--- src/hdl/ipid_pkg.sv ---
`default_nettype none
// ----------------------------------------------------------------------------
// ipid_pkg
// Shared widths, microcode types, control structs and the control ROM of the
// incremental PID core.
// ----------------------------------------------------------------------------
package ipid_pkg;

  // Field and datapath widths
  localparam int SAMPLE_W   = 16;
  localparam int SUM_W      = 48;
  localparam int COEF_W     = 32;
  localparam int DRIVE_W    = 32;
  localparam int FRAC_W     = 16;
  localparam int CFG_DATA_W = 32;
  localparam int CFG_IDX_W  = 3;

  localparam int ERR_W    = SAMPLE_W + 1;
  localparam int SUM_LO_W = SUM_W / 2;
  localparam int SUM_HI_W = SUM_W - SUM_LO_W;

  // Multiplier B operand: error, zero-extended low half or signed high half of the sum
  localparam int MUL_B_W0 = (ERR_W > SUM_HI_W) ? ERR_W : SUM_HI_W;
  localparam int MUL_B_W  = (MUL_B_W0 > SUM_LO_W + 1) ? MUL_B_W0 : SUM_LO_W + 1;
  localparam int MUL_P_W  = COEF_W + MUL_B_W;

  // Three-term error sum and the increment taken from it
  localparam int ACC1_W    = COEF_W + ERR_W + 2;
  localparam int DELTA_W   = ACC1_W - FRAC_W;
  localparam int SUM_EXT_W = ((SUM_W > DELTA_W) ? SUM_W : DELTA_W) + 1;

  // Accumulator holds the full gain product, which is the wider phase
  localparam int ACC_W = COEF_W + SUM_W;
  localparam int QUO_W = ACC_W - FRAC_W;

  // Control program
  localparam int PROG_LEN = 10;
  localparam int STEP_W   = $clog2(PROG_LEN);
  localparam logic [STEP_W-1:0] STEP_FIRST = '0;
  localparam logic [STEP_W-1:0] STEP_LAST  = STEP_W'(PROG_LEN - 1);

  // Configuration register indexes
  typedef enum logic [CFG_IDX_W-1:0] {
    CFG_COEF_A   = 3'd0,
    CFG_COEF_B   = 3'd1,
    CFG_COEF_C   = 3'd2,
    CFG_GAIN     = 3'd3,
    CFG_TARGET   = 3'd4,
    CFG_LOWER    = 3'd5,
    CFG_UPPER    = 3'd6,
    CFG_CLAMP_EN = 3'd7
  } cfg_idx_e;

  localparam logic signed [COEF_W-1:0] GAIN_RESET = COEF_W'(65536);

  // Operand selects
  typedef enum logic [1:0] {
    A_COEF_A,
    A_COEF_B,
    A_COEF_C,
    A_GAIN
  } a_sel_e;

  typedef enum logic [2:0] {
    B_ERR0,
    B_ERR1,
    B_ERR2,
    B_SUM_LO,
    B_SUM_HI
  } b_sel_e;

  typedef enum logic [1:0] {
    ACC_HOLD,
    ACC_LOAD,
    ACC_ADD,
    ACC_ADD_HI
  } acc_op_e;

  typedef enum logic [1:0] {
    JMP_NEXT,
    JMP_WAIT_IN,
    JMP_WAIT_OUT
  } jmp_e;

  // One control word of the program
  typedef struct packed {
    a_sel_e  a_sel;
    b_sel_e  b_sel;
    acc_op_e acc_op;
    logic    sum_upd;
    logic    out_wr;
    jmp_e    jmp;
  } ucode_t;

  // Control handed from sequencer to datapath, handshake-qualified
  typedef struct packed {
    a_sel_e  a_sel;
    b_sel_e  b_sel;
    acc_op_e acc_op;
    logic    sum_upd;
    logic    load_err;
    logic    out_wr;
  } ctrl_t;

  // Configuration register bank
  typedef struct packed {
    logic signed [COEF_W-1:0]   coef_a;
    logic signed [COEF_W-1:0]   coef_b;
    logic signed [COEF_W-1:0]   coef_c;
    logic signed [COEF_W-1:0]   gain;
    logic signed [SAMPLE_W-1:0] target;
    logic signed [DRIVE_W-1:0]  lower;
    logic signed [DRIVE_W-1:0]  upper;
    logic                       clamp_en;
  } cfg_t;

  localparam ucode_t UC_NOP = '{
    a_sel:   A_COEF_A,
    b_sel:   B_ERR0,
    acc_op:  ACC_HOLD,
    sum_upd: 1'b0,
    out_wr:  1'b0,
    jmp:     JMP_NEXT
  };

  // Control ROM: error terms, sum update, gain product, result write
  function automatic ucode_t ucode_rom(logic [STEP_W-1:0] step);
    ucode_t w;
    w = UC_NOP;
    unique case (step)
      4'd0: begin
        w.jmp = JMP_WAIT_IN;                 // wait for a sample
      end
      4'd1: begin
        w.a_sel = A_COEF_A; w.b_sel = B_ERR0;
      end
      4'd2: begin
        w.a_sel = A_COEF_B; w.b_sel = B_ERR1; w.acc_op = ACC_LOAD;
      end
      4'd3: begin
        w.a_sel = A_COEF_C; w.b_sel = B_ERR2; w.acc_op = ACC_ADD;
      end
      4'd4: begin
        w.acc_op = ACC_ADD;
      end
      4'd5: begin
        w.sum_upd = 1'b1;                    // saturating sum, error history shift
      end
      4'd6: begin
        w.a_sel = A_GAIN; w.b_sel = B_SUM_LO;
      end
      4'd7: begin
        w.a_sel = A_GAIN; w.b_sel = B_SUM_HI; w.acc_op = ACC_LOAD;
      end
      4'd8: begin
        w.acc_op = ACC_ADD_HI;
      end
      4'd9: begin
        w.out_wr = 1'b1; w.jmp = JMP_WAIT_OUT;
      end
      default: begin
        w = UC_NOP;
      end
    endcase
    return w;
  endfunction

endpackage
`default_nettype wire

--- src/hdl/ipid_if.sv ---
`default_nettype none
// ----------------------------------------------------------------------------
// ipid_if
// Valid/ready channels of the incremental PID core: sample in, result out.
// ----------------------------------------------------------------------------
interface ipid_in_if;
  logic                                 valid;
  logic                                 ready;
  logic signed [ipid_pkg::SAMPLE_W-1:0] measured_sample;

  modport source (output valid, output measured_sample, input ready);
  modport sink   (input valid, input measured_sample, output ready);
endinterface

interface ipid_out_if;
  logic                                valid;
  logic                                ready;
  logic signed [ipid_pkg::DRIVE_W-1:0] drive_value;
  logic                                was_clamped;

  modport source (output valid, output drive_value, output was_clamped, input ready);
  modport sink   (input valid, input drive_value, input was_clamped, output ready);
endinterface
`default_nettype wire

--- src/hdl/ipid_sequencer.sv ---
`default_nettype none
// ----------------------------------------------------------------------------
// ipid_sequencer
// Step counter over the control ROM; waits on the sample transfer and on a
// free result register.
// ----------------------------------------------------------------------------
module ipid_sequencer (
  input  wire logic           clk_i,
  input  wire logic           rst_ni,
  input  wire logic           in_valid_i,
  input  wire logic           out_busy_i,
  output logic                in_ready_o,
  output ipid_pkg::ctrl_t     ctrl_o
);
  import ipid_pkg::*;

  logic [STEP_W-1:0] step_q, step_d;
  ucode_t            uc;
  logic              in_xfer;

  assign uc         = ucode_rom(step_q);
  assign in_ready_o = (uc.jmp == JMP_WAIT_IN);
  assign in_xfer    = in_ready_o && in_valid_i;

  // Next step
  always_comb begin
    step_d = step_q;
    unique case (uc.jmp)
      JMP_NEXT:     step_d = step_q + 1'b1;
      JMP_WAIT_IN:  if (in_valid_i) step_d = step_q + 1'b1;
      JMP_WAIT_OUT: if (!out_busy_i) step_d = STEP_FIRST;
      default:      step_d = STEP_FIRST;
    endcase
  end

  always_ff @(posedge clk_i or negedge rst_ni) begin
    if (!rst_ni) begin
      step_q <= STEP_FIRST;
    end else begin
      step_q <= step_d;
    end
  end

  // Control word, gated by the handshakes
  always_comb begin
    ctrl_o.a_sel    = uc.a_sel;
    ctrl_o.b_sel    = uc.b_sel;
    ctrl_o.acc_op   = uc.acc_op;
    ctrl_o.sum_upd  = uc.sum_upd;
    ctrl_o.load_err = in_xfer;
    ctrl_o.out_wr   = uc.out_wr && !out_busy_i;
  end

  // Checks
  a_start: assert property (@(posedge clk_i) disable iff (!rst_ni)
    in_xfer |=> (step_q == STEP_W'(1)))
    else $error("sample transfer did not start the program");

  a_wrap: assert property (@(posedge clk_i) disable iff (!rst_ni)
    (step_q == STEP_LAST && !out_busy_i) |=> (step_q == STEP_FIRST && in_ready_o))
    else $error("program did not return to the wait step");

  a_hold: assert property (@(posedge clk_i) disable iff (!rst_ni)
    (step_q == STEP_LAST && out_busy_i) |=> (step_q == STEP_LAST))
    else $error("result step left while result register busy");

  a_seq: assert property (@(posedge clk_i) disable iff (!rst_ni)
    (step_q != STEP_FIRST && step_q != STEP_LAST) |=>
      (step_q == STEP_W'($past(step_q) + 1'b1)))
    else $error("program step skipped");

endmodule
`default_nettype wire

--- src/hdl/ipid_datapath.sv ---
`default_nettype none
// ----------------------------------------------------------------------------
// ipid_datapath
// Shared signed multiplier, product and accumulator registers, error history,
// saturating running sum, and drive saturation and clamping.
// ----------------------------------------------------------------------------
module ipid_datapath (
  input  wire logic                                 clk_i,
  input  wire logic                                 rst_ni,
  input  wire ipid_pkg::ctrl_t                      ctrl_i,
  input  wire ipid_pkg::cfg_t                       cfg_i,
  input  wire logic signed [ipid_pkg::SAMPLE_W-1:0] sample_i,
  output logic signed [ipid_pkg::DRIVE_W-1:0]       drive_o,
  output logic                                      clamped_o
);
  import ipid_pkg::*;

  logic signed [ERR_W-1:0]   err0_q, err1_q, err2_q, err_d;
  logic signed [SUM_W-1:0]   sum_q, sum_d;
  logic signed [COEF_W-1:0]  mul_a;
  logic signed [MUL_B_W-1:0] mul_b;
  logic signed [MUL_P_W-1:0] prod_d, prod_q;
  logic signed [ACC_W-1:0]   prod_ext, acc_d, acc_q;

  // New error from the transferred sample
  assign err_d = {cfg_i.target[SAMPLE_W-1], cfg_i.target}
               - {sample_i[SAMPLE_W-1], sample_i};

  // Operand select
  always_comb begin
    unique case (ctrl_i.a_sel)
      A_COEF_A: mul_a = cfg_i.coef_a;
      A_COEF_B: mul_a = cfg_i.coef_b;
      A_COEF_C: mul_a = cfg_i.coef_c;
      A_GAIN:   mul_a = cfg_i.gain;
      default:  mul_a = cfg_i.coef_a;
    endcase
  end

  always_comb begin
    unique case (ctrl_i.b_sel)
      B_ERR0:   mul_b = {{(MUL_B_W-ERR_W){err0_q[ERR_W-1]}}, err0_q};
      B_ERR1:   mul_b = {{(MUL_B_W-ERR_W){err1_q[ERR_W-1]}}, err1_q};
      B_ERR2:   mul_b = {{(MUL_B_W-ERR_W){err2_q[ERR_W-1]}}, err2_q};
      B_SUM_LO: mul_b = {{(MUL_B_W-SUM_LO_W){1'b0}}, sum_q[SUM_LO_W-1:0]};
      B_SUM_HI: mul_b = {{(MUL_B_W-SUM_HI_W){sum_q[SUM_W-1]}}, sum_q[SUM_W-1:SUM_LO_W]};
      default:  mul_b = '0;
    endcase
  end

  // Shared multiplier, registered
  assign prod_d   = mul_a * mul_b;
  assign prod_ext = {{(ACC_W-MUL_P_W){prod_q[MUL_P_W-1]}}, prod_q};

  always_ff @(posedge clk_i) begin
    prod_q <= prod_d;
  end

  // Accumulator
  always_comb begin
    unique case (ctrl_i.acc_op)
      ACC_HOLD:   acc_d = acc_q;
      ACC_LOAD:   acc_d = prod_ext;
      ACC_ADD:    acc_d = acc_q + prod_ext;
      ACC_ADD_HI: acc_d = acc_q + (prod_ext <<< SUM_LO_W);
      default:    acc_d = acc_q;
    endcase
  end

  always_ff @(posedge clk_i) begin
    acc_q <= acc_d;
  end

  // Running sum: add floor(acc / 2^16), saturate to the sum range
  logic signed [DELTA_W-1:0]   delta;
  logic signed [SUM_EXT_W-1:0] sum_ext;
  logic                        sum_in_range;

  always_comb begin
    delta   = acc_q[DELTA_W+FRAC_W-1:FRAC_W];
    sum_ext = {{(SUM_EXT_W-SUM_W){sum_q[SUM_W-1]}}, sum_q}
            + {{(SUM_EXT_W-DELTA_W){delta[DELTA_W-1]}}, delta};
    sum_in_range = (&sum_ext[SUM_EXT_W-1:SUM_W-1]) || !(|sum_ext[SUM_EXT_W-1:SUM_W-1]);
    if (sum_in_range) begin
      sum_d = sum_ext[SUM_W-1:0];
    end else if (sum_ext[SUM_EXT_W-1]) begin
      sum_d = {1'b1, {(SUM_W-1){1'b0}}};
    end else begin
      sum_d = {1'b0, {(SUM_W-1){1'b1}}};
    end
  end

  // Loop state
  always_ff @(posedge clk_i or negedge rst_ni) begin
    if (!rst_ni) begin
      err0_q <= '0;
      err1_q <= '0;
      err2_q <= '0;
      sum_q  <= '0;
    end else begin
      if (ctrl_i.load_err) begin
        err0_q <= err_d;
      end
      if (ctrl_i.sum_upd) begin
        sum_q  <= sum_d;
        err1_q <= err0_q;
        err2_q <= err1_q;
      end
    end
  end

  // Drive: floor(sum * gain / 2^16) saturated, then optional clamp
  logic signed [QUO_W-1:0]   quo;
  logic                      drv_in_range;
  logic signed [DRIVE_W-1:0] scaled;

  always_comb begin
    quo          = acc_q[ACC_W-1:FRAC_W];
    drv_in_range = (&quo[QUO_W-1:DRIVE_W-1]) || !(|quo[QUO_W-1:DRIVE_W-1]);
    if (drv_in_range) begin
      scaled = quo[DRIVE_W-1:0];
    end else if (quo[QUO_W-1]) begin
      scaled = {1'b1, {(DRIVE_W-1){1'b0}}};
    end else begin
      scaled = {1'b0, {(DRIVE_W-1){1'b1}}};
    end
    drive_o   = scaled;
    clamped_o = !drv_in_range;
    if (cfg_i.clamp_en) begin
      if (scaled > cfg_i.upper) begin
        drive_o   = cfg_i.upper;
        clamped_o = 1'b1;
      end else if (scaled < cfg_i.lower) begin
        drive_o   = cfg_i.lower;
        clamped_o = 1'b1;
      end
    end
  end

endmodule
`default_nettype wire

--- src/hdl/incremental_pid_controller_core.sv ---
`default_nettype none
// ----------------------------------------------------------------------------
// incremental_pid_controller_core
// Velocity-form PID: saturating running sum of weighted errors, scaled by an
// output gain, with optional drive clamping.
// ----------------------------------------------------------------------------
// One 32x25 signed multiplier is shared by the three error terms and the two
// halves of the gain product, stepped by a 10-word control program. A sample
// is taken only in the program's first step; the result goes to an output
// register, so a finished result may wait for its transfer while the next
// sample is taken, and the program stalls in its last step only while an
// earlier result is still unclaimed. Configuration writes take effect on the
// next clock edge and are meant for idle periods.
// ----------------------------------------------------------------------------
module incremental_pid_controller_core (
  input  wire logic                                clk_i,
  input  wire logic                                rst_ni,
  input  wire logic                                cfg_we_i,
  input  wire logic [ipid_pkg::CFG_IDX_W-1:0]      cfg_idx_i,
  input  wire logic [ipid_pkg::CFG_DATA_W-1:0]     cfg_data_i,
  ipid_in_if.sink                                  sample_i,
  ipid_out_if.source                               result_o
);
  import ipid_pkg::*;

  cfg_t                      cfg_q;
  ctrl_t                     ctrl;
  logic                      out_busy;
  logic                      out_valid_q;
  logic signed [DRIVE_W-1:0] drive_q, drive;
  logic                      clamped_q, clamped;

  // Configuration registers
  always_ff @(posedge clk_i or negedge rst_ni) begin
    if (!rst_ni) begin
      cfg_q.coef_a   <= '0;
      cfg_q.coef_b   <= '0;
      cfg_q.coef_c   <= '0;
      cfg_q.gain     <= GAIN_RESET;
      cfg_q.target   <= '0;
      cfg_q.lower    <= '0;
      cfg_q.upper    <= '0;
      cfg_q.clamp_en <= 1'b0;
    end else if (cfg_we_i) begin
      unique case (cfg_idx_i)
        CFG_COEF_A:   cfg_q.coef_a   <= cfg_data_i[COEF_W-1:0];
        CFG_COEF_B:   cfg_q.coef_b   <= cfg_data_i[COEF_W-1:0];
        CFG_COEF_C:   cfg_q.coef_c   <= cfg_data_i[COEF_W-1:0];
        CFG_GAIN:     cfg_q.gain     <= cfg_data_i[COEF_W-1:0];
        CFG_TARGET:   cfg_q.target   <= cfg_data_i[SAMPLE_W-1:0];
        CFG_LOWER:    cfg_q.lower    <= cfg_data_i[DRIVE_W-1:0];
        CFG_UPPER:    cfg_q.upper    <= cfg_data_i[DRIVE_W-1:0];
        CFG_CLAMP_EN: cfg_q.clamp_en <= cfg_data_i[0];
        default:      cfg_q.clamp_en <= cfg_q.clamp_en;
      endcase
    end
  end

  assign out_busy = out_valid_q && !result_o.ready;

  ipid_sequencer u_seq (
    .clk_i      (clk_i),
    .rst_ni     (rst_ni),
    .in_valid_i (sample_i.valid),
    .out_busy_i (out_busy),
    .in_ready_o (sample_i.ready),
    .ctrl_o     (ctrl)
  );

  ipid_datapath u_dp (
    .clk_i     (clk_i),
    .rst_ni    (rst_ni),
    .ctrl_i    (ctrl),
    .cfg_i     (cfg_q),
    .sample_i  (sample_i.measured_sample),
    .drive_o   (drive),
    .clamped_o (clamped)
  );

  // Output register
  always_ff @(posedge clk_i or negedge rst_ni) begin
    if (!rst_ni) begin
      out_valid_q <= 1'b0;
    end else if (ctrl.out_wr) begin
      out_valid_q <= 1'b1;
    end else if (result_o.ready) begin
      out_valid_q <= 1'b0;
    end
  end

  always_ff @(posedge clk_i) begin
    if (ctrl.out_wr) begin
      drive_q   <= drive;
      clamped_q <= clamped;
    end
  end

  assign result_o.valid       = out_valid_q;
  assign result_o.drive_value = drive_q;
  assign result_o.was_clamped = clamped_q;

endmodule
`default_nettype wire
--- src/flat_wrapper.sv ---
// flat-port wrapper written by rule: the top's interface ports become plain ports
module incremental_pid_controller_core_flat import ipid_pkg::*;
  (clk_i, rst_ni, cfg_we_i, cfg_idx_i, cfg_data_i, sample_i_valid, sample_i_measured_sample, sample_i_ready, result_o_valid, result_o_drive_value, result_o_was_clamped, result_o_ready);
  ipid_in_if sample_i_i ();
  ipid_out_if result_o_i ();
  input  wire logic clk_i;
  input  wire logic rst_ni;
  input  wire logic cfg_we_i;
  input  wire logic [ipid_pkg::CFG_IDX_W-1:0] cfg_idx_i;
  input  wire logic [ipid_pkg::CFG_DATA_W-1:0] cfg_data_i;
  input wire logic [$bits(sample_i_i.valid)-1:0] sample_i_valid;
  input wire logic [$bits(sample_i_i.measured_sample)-1:0] sample_i_measured_sample;
  output wire logic [$bits(sample_i_i.ready)-1:0] sample_i_ready;
  output wire logic [$bits(result_o_i.valid)-1:0] result_o_valid;
  output wire logic [$bits(result_o_i.drive_value)-1:0] result_o_drive_value;
  output wire logic [$bits(result_o_i.was_clamped)-1:0] result_o_was_clamped;
  input wire logic [$bits(result_o_i.ready)-1:0] result_o_ready;
  assign sample_i_i.valid = sample_i_valid;
  assign sample_i_i.measured_sample = sample_i_measured_sample;
  assign sample_i_ready = sample_i_i.ready;
  assign result_o_valid = result_o_i.valid;
  assign result_o_drive_value = result_o_i.drive_value;
  assign result_o_was_clamped = result_o_i.was_clamped;
  assign result_o_i.ready = result_o_ready;
  incremental_pid_controller_core u_core (.clk_i(clk_i), .rst_ni(rst_ni), .cfg_we_i(cfg_we_i), .cfg_idx_i(cfg_idx_i), .cfg_data_i(cfg_data_i), .sample_i(sample_i_i), .result_o(result_o_i));
endmodule
--- config.mk ---
export PLATFORM = sky130hd
export DESIGN_NAME = incremental_pid_controller_core_flat
export DESIGN_NICKNAME = d
export VERILOG_FILES = /design/src/hdl/ipid_pkg.sv /design/src/hdl/ipid_if.sv /design/src/hdl/ipid_sequencer.sv /design/src/hdl/ipid_datapath.sv /design/src/hdl/incremental_pid_controller_core.sv /design/src/flat_wrapper.sv
export SDC_FILE = /design/constraint.sdc
export NUM_CORES = 2
export LEC_CHECK = 0
export ABC_AREA = 1
export ABC_CLOCK_PERIOD_IN_PS = 12400
export BUFFER_PORTS_ARGS = -buffer_cell sky130_fd_sc_hd__buf_2
export CORE_ASPECT_RATIO = 0.8
export CORE_MARGIN = 5
export CORE_UTILIZATION = 40
export DETAILED_ROUTE_END_ITERATION = 12
export GPL_ROUTABILITY_DRIVEN = 0
export SYNTH_ARGS = -nofsm -noshare
export SYNTH_HDL_FRONTEND = slang
export SYNTH_SLANG_ARGS = --single-unit
export TNS_END_PERCENT = 100
--- constraint.sdc ---
create_clock -name clk_i -period 12.4 [get_ports clk_i]
set_input_delay 1.24 -clock clk_i [delete_from_list [all_inputs] [get_ports clk_i]]
set_output_delay 1.24 -clock clk_i [all_outputs]
set_load 0.02 [all_outputs]
After elaboration in Yosys (flattened, before gate mapping)
Cells that the tools add are included.
W data, S select, Z words.
- bits in registers: 483
- latch bits: 0
- bits in writable memories: 0
- memory bits (read-only): 0
- output and inout bits: 35
- memories: 0
- add/sub/neg operators: 5
- multiply operators: 1
- divide/modulo/power cells: 0
- $lt $le $gt $ge: 2
- eq/ne operators: 29
- shifts and indexed selects: 0
- multiplexer cells: 23
- bitwise operators: 0
- reduce and logical (&&, ||, !) cells: 32
- operator list (operator ; count):
    $pmux W80 S3 ; 1
    $mux W32 ; 5
    $pmux W32 S4 ; 1
    $pmux W25 S5 ; 1
    $mux W48 ; 2
    $add A80 B57 Y80 ; 1
    $add A80 B80 Y80 ; 1
    $mul A32 B25 Y57 ; 1
    $add A48 B35 Y49 ; 1
    $reduce_and A33 Y1 ; 1
    $reduce_or A33 Y1 ; 1
    $gt A32 B32 Y1 ; 1
    $lt A32 B32 Y1 ; 1
    $pmux W5 S4 ; 1
    $reduce_and A2 Y1 ; 10
    $sub A16 B16 Y17 ; 1
    $eq A4 B3 Y1 const B ; 4
    $eq A3 B3 Y1 const B ; 5
    $eq A3 B2 Y1 const B ; 4
    $pmux W4 S3 ; 1
    $eq A2 B2 Y1 const B ; 5
    $eq A4 B2 Y1 const B ; 2
    $eq A4 B4 Y1 const B ; 2
    $mux W4 ; 2
    15 further kinds ; 37

Logic depth before layout (Yosys ltp)
- depth after elaboration: 8
- depth in mapped cells: 44
- mapped depth without buffers: 41

Cells and area by module
A second synthesis with hierarchy kept.
- cells, all modules: 8150
- area total of the unflattened synthesis: 62338.5 µm²
- modules (own cells, without submodules) (module ; instances ; cells each ; area each (µm²)):
    ipid_datapath ; 1 ; 7147 ; 52905.7
    incremental_pid_controller_core ; 1 ; 950 ; 9073.7
    ipid_sequencer ; 1 ; 53 ; 359.1

Least setup slack after synthesis
Ideal clock, no wire load.
- kind: register to register
- start point: register u_core.u_seq.step_q[2]
- end point: register u_core.u_dp.prod_q[55]
- library setup time: 0.138 ns
- arrival time: 7.540 ns
- data required time: 12.262 ns
- setup slack: 4.721 ns
- cell stages (with the launch flop): 30
- clock period less this slack: 7.679 ns
- cell sequence: dfrtp_1 -> buf_2 -> nor2_1 -> nand2_1 -> inv_1 -> clkbuf_1 -> nand2_1 -> nand3_1 -> o21ai_0 -> clkbuf_1 -> inv_1 -> nand2_1 -> fa_1 -> fa_1 -> fa_1 -> inv_1 -> fa_1 -> fa_1 -> fa_1 -> fa_1 -> ha_1 -> a21oi_1 -> inv_1 -> a31oi_1 -> inv_1 -> nor2_1 -> nor2_1 -> a2111oi_0 -> o311ai_0 -> xor2_1
- longest elaborated chain between the ends: 5
- elaborated cells between the ends (all ways): 17
- RTL lines (item ; RTL line ; RTL):
    from (decl) ; ipid_sequencer.sv:17 ; logic [STEP_W-1:0] step_q, step_d;
    from (signal assigned) ; ipid_sequencer.sv:40 ; step_q <= step_d;
    $eq A4 B3 Y1 / $eq A4 B2 Y1 (equally long branches) ; ipid_pkg.sv:130 ; unique case (step)
    $pmux W5 S4 * ; ipid_pkg.sv:130 ;
    $eq A3 B3 Y1 (tied with other cells) ; ipid_datapath.sv:41 ; unique case (ctrl_i.b_sel)
    $pmux W25 S5 / $pmux W32 S4 (equally long branches) ; ipid_datapath.sv:41, ipid_datapath.sv:31 ;
    $mul A32 B25 Y57 * ; ipid_datapath.sv:52 ; assign prod_d = mul_a * mul_b;
    named net u_core.u_dp.prod_d[55] ; ipid_datapath.sv:22 ; logic signed [MUL_P_W-1:0] prod_d, prod_q;
    to (signal assigned) ; ipid_datapath.sv:56 ; prod_q <= prod_d;
    to (decl) ; ipid_datapath.sv:22 ;
The timed path passes the listed nets; every way through them passes the cells marked *.
A chain may end at the register's enable or synchronous reset.

Worst setup path after layout
- start point: register u_core.u_seq.step_q[2]
- end point: register u_core.u_dp.prod_q[53]
Same word-level chain as after synthesis.

==> summary.md <==
| Metric | Value |
|---|---|
| Synth cell types | 59 |
| Critical path fanouts, max | 34 |
| Antenna violations before repair | 11 |
| WL met3 | 28800 µm |
| Fmax | 98.6 MHz |
| Die width | 449 µm |
| Crit-path max cell delay | 1.05 ns |
| Setup Buffers After CTS | 0 |
| GRT overflow | 0 |
| Final WL | 222000 µm |
| WS Path Type | reg2reg |
| Syn nets | 9241 |
| Wirelength per Cell | 22.2 µm |
| Max Slew Vio Count | 0 |
| CP Capture Point | u_core.u_dp.prod_q[53] |
| Syn_area_per_cell | 7.76 µm² |
| Die area | 162000 µm² |
| Setup TNS | 0 ns |
| Skew-Pair Late Insertion Delay | 0.66 ns |
| Outcome | complete, but fails checks |
| Largest net degree at the start of global routing | 134 |
| Flops & latches, synth | 483 |
| Die Span Y | 361 µm |
| Layout fillers | 15500 |
| Setup slack, reg-to-reg | 2.25 ns |
| Row cnt | 128 |
| Post-synthesis cell type with the largest combined area | fa_1 |
| Core ar. | 153000 µm² |
| MaxCap Viol Count | 1 |
| Remaining antenna violation count | 0 |
| Final Hold Viols | 0 |
| Ys flop type | dfrtp_1 |
| FF-to-FF End | u_core.u_dp.prod_q[53] |
| Hold Crit Class | reg2reg |
| Final setup fails | 0 |
| Tcrit/Tclk final | 81.8% |
| H-tree depth | 2 |
| Max clock buf depth | 3 |
| Rel. slew slack | 1.10% |
| Post-DP HPWL | 176000 µm |
| First-pass GRT wire length | 338000 µm |
| Area share of the largest cell type after synthesis | 26.7% |
| Top Ports | 91 |
| Vias in the first global route | 54800 |
| Tmin final | 10.15 ns |
| Most frequent cells in the layout | inv_1, nand2_1, nor2_1 |
| Vias | 55200 |
| CP most frequent cell | inv_1 |
| DR pass1 iterations | 7 |
| Area Growth Syn to Fin | 7.65% |
| Post-CTS sizing | 0 |
| Initial drt markers | 6202 |
| Register area share after synthesis | 20.1% |
| Worst r2r path cells | 34 |
| Initial Util | 40.4% |
| Commonest non-fill, non-tap cell in the layout | inv_1 |
| Clock Skew | 0.0404 ns |
| CP endpoint kind | flop |
| Hold bufs inserted after CTS | 0 |
| Slew @ Worst Pin | 1.48 ns |
| Clock sinks | 483 |
| RSZ-0062 raised after global routing | no |
| Critical path origin | u_core.u_seq.step_q[2] |
| Slowest library cell on the worst path | inv_1 |
| Synth Instances | 7943 |
| Worst reg2reg startpoint | u_core.u_seq.step_q[2] |
| EDFF count, synth | 113 |
| CP required | 12.91 ns |
| Clock buffer count from CTS | 55 |
| Root buffer cell | clkbuf_16 |
| Via-to-Cell Ratio | 5.53 |
| Yosys warns | 0 |
| Remaining DRCs | 0 |
| Max Used Layer | met5 |
| Port bufs | 90 |
| Critical Path AT | 10.66 ns |
| Proportion of layout cells with a drive suffix above 1 | 5.08% |
| Clock transition at path regs | 0.06 ns |
| CTS tree | built |
| Gr usage total | 26.9% |
| Setup crit start kind | flop |
| Routed met1 length | 95300 µm |
| Synth async-reset ratio | 64.8% |
| Nets | 9220 |
| Mapped Area | 61700 µm² |
| Failing checks | capacitance limit |
| Ranking of synthesized cells by area | fa_1, dfrtp_1, inv_1 |
| WL met2 | 89700 µm |
[final cells by class]
type	count	area, µm²	area share [%]
Tap cell	2015	2520	3.80
Antenna cell	7	17.5	0.0264
Clock inverter	30	384	0.579
Timing Repair Buffer	177	1110	1.68
Clock buffer	72	1540	2.32
Multi-Input combinational cell	5524	42100	63.5
Inverter	1681	6310	9.51
Sequential cell	483	12400	18.6
[worst min path at each step]
stage                                      start                endpoint  slack [ns]  cells after the start
final                     u_core.u_dp.err0_q[15]  u_core.u_dp.err1_q[15]        0.48                      2
after floorplan                u_core.cfg_q[177]       u_core.cfg_q[177]        0.45                      2
after CTS                 u_core.u_dp.err1_q[11]  u_core.u_dp.err2_q[11]        0.48                      2
after detailed placement  u_core.u_dp.err0_q[15]  u_core.u_dp.err1_q[15]        0.47                      2
after global routing            u_core.cfg_q[60]        u_core.cfg_q[60]        0.50                      2
after global placement     u_core.u_dp.err1_q[3]   u_core.u_dp.err2_q[3]        0.46                      2
[critical path: cells and delay by family, from the launching register on]
family          cells  cell delay (ns)
compound gates      5             1.87
buf+inv            12             2.57
simple gates        8             1.10
fa+ha+maj           8             3.90
xor+xnor            1             0.15
flops               1             0.35
[state kept, by name, summed over array words and instances (netlist names)]
register and flops:
u_core.cfg_q 209, u_core.result_o.drive_value 32, u_core.result_o.valid 1, u_core.u_dp.err1_q 17, u_core.u_dp.sum_q 48, u_core.u_dp.err0_q 17
u_core.result_o.was_clamped 1, u_core.u_dp.prod_q 57, u_core.u_seq.step_q 4, u_core.u_dp.err2_q 17, u_core.u_dp.acc_q 80
[routing by layer]
layer / GRT usage, % / vias to the layer above
met5: 0 / -
met4: 8.41 / 8
met3: 8.47 / 476
met2: 38.6 / 3028
met1: 38.6 / 26900
li1: - / 24800
[per-stage QoR]
stage          worst slack (ns)  hold slack (ns)  util [%]  cells  instance area (µm²)
2_1_floorplan              4.72            0.448         -   7943                61700
3_3_place_gp               1.57            0.460      42.2   9879                64400
3_5_place_dp               2.46            0.467      42.2   9880                64400
4_1_cts                    2.42            0.484      43.4   9982                66400
5_1_grt                    1.72            0.498      43.4   9982                66400
6_report                   2.25            0.481      43.4   9989                66400
[logic make-up (layout without fill, tap and decap cells)]
family,after synthesis,after routing,synth area share [%]
flops,483,483,20.1
compound gates,1493,1493,13.4
other cells,0,7,0
xor+xnor,152,152,2.19
fa+ha+maj,1242,1242,35.2
simple gates,2637,2637,17.2
buf+inv,1936,1960,11.9
[cells in the mapped netlist (57+ instances only)]
library cell / number
o21ai_0: 535
a31oi_1: 104
nor2_1: 852
dfxtp_1: 57
nand3_1: 281
a21oi_1: 582
dfrtp_1: 312
ha_1: 419
nand2_1: 1369
fa_1: 823
xor2_1: 98
edfxtp_1: 113
clkbuf_1: 209
inv_1: 1663
Power is not shown: default switching activity piles up to over one toggle a cycle in this logic, so the estimate is an artifact.
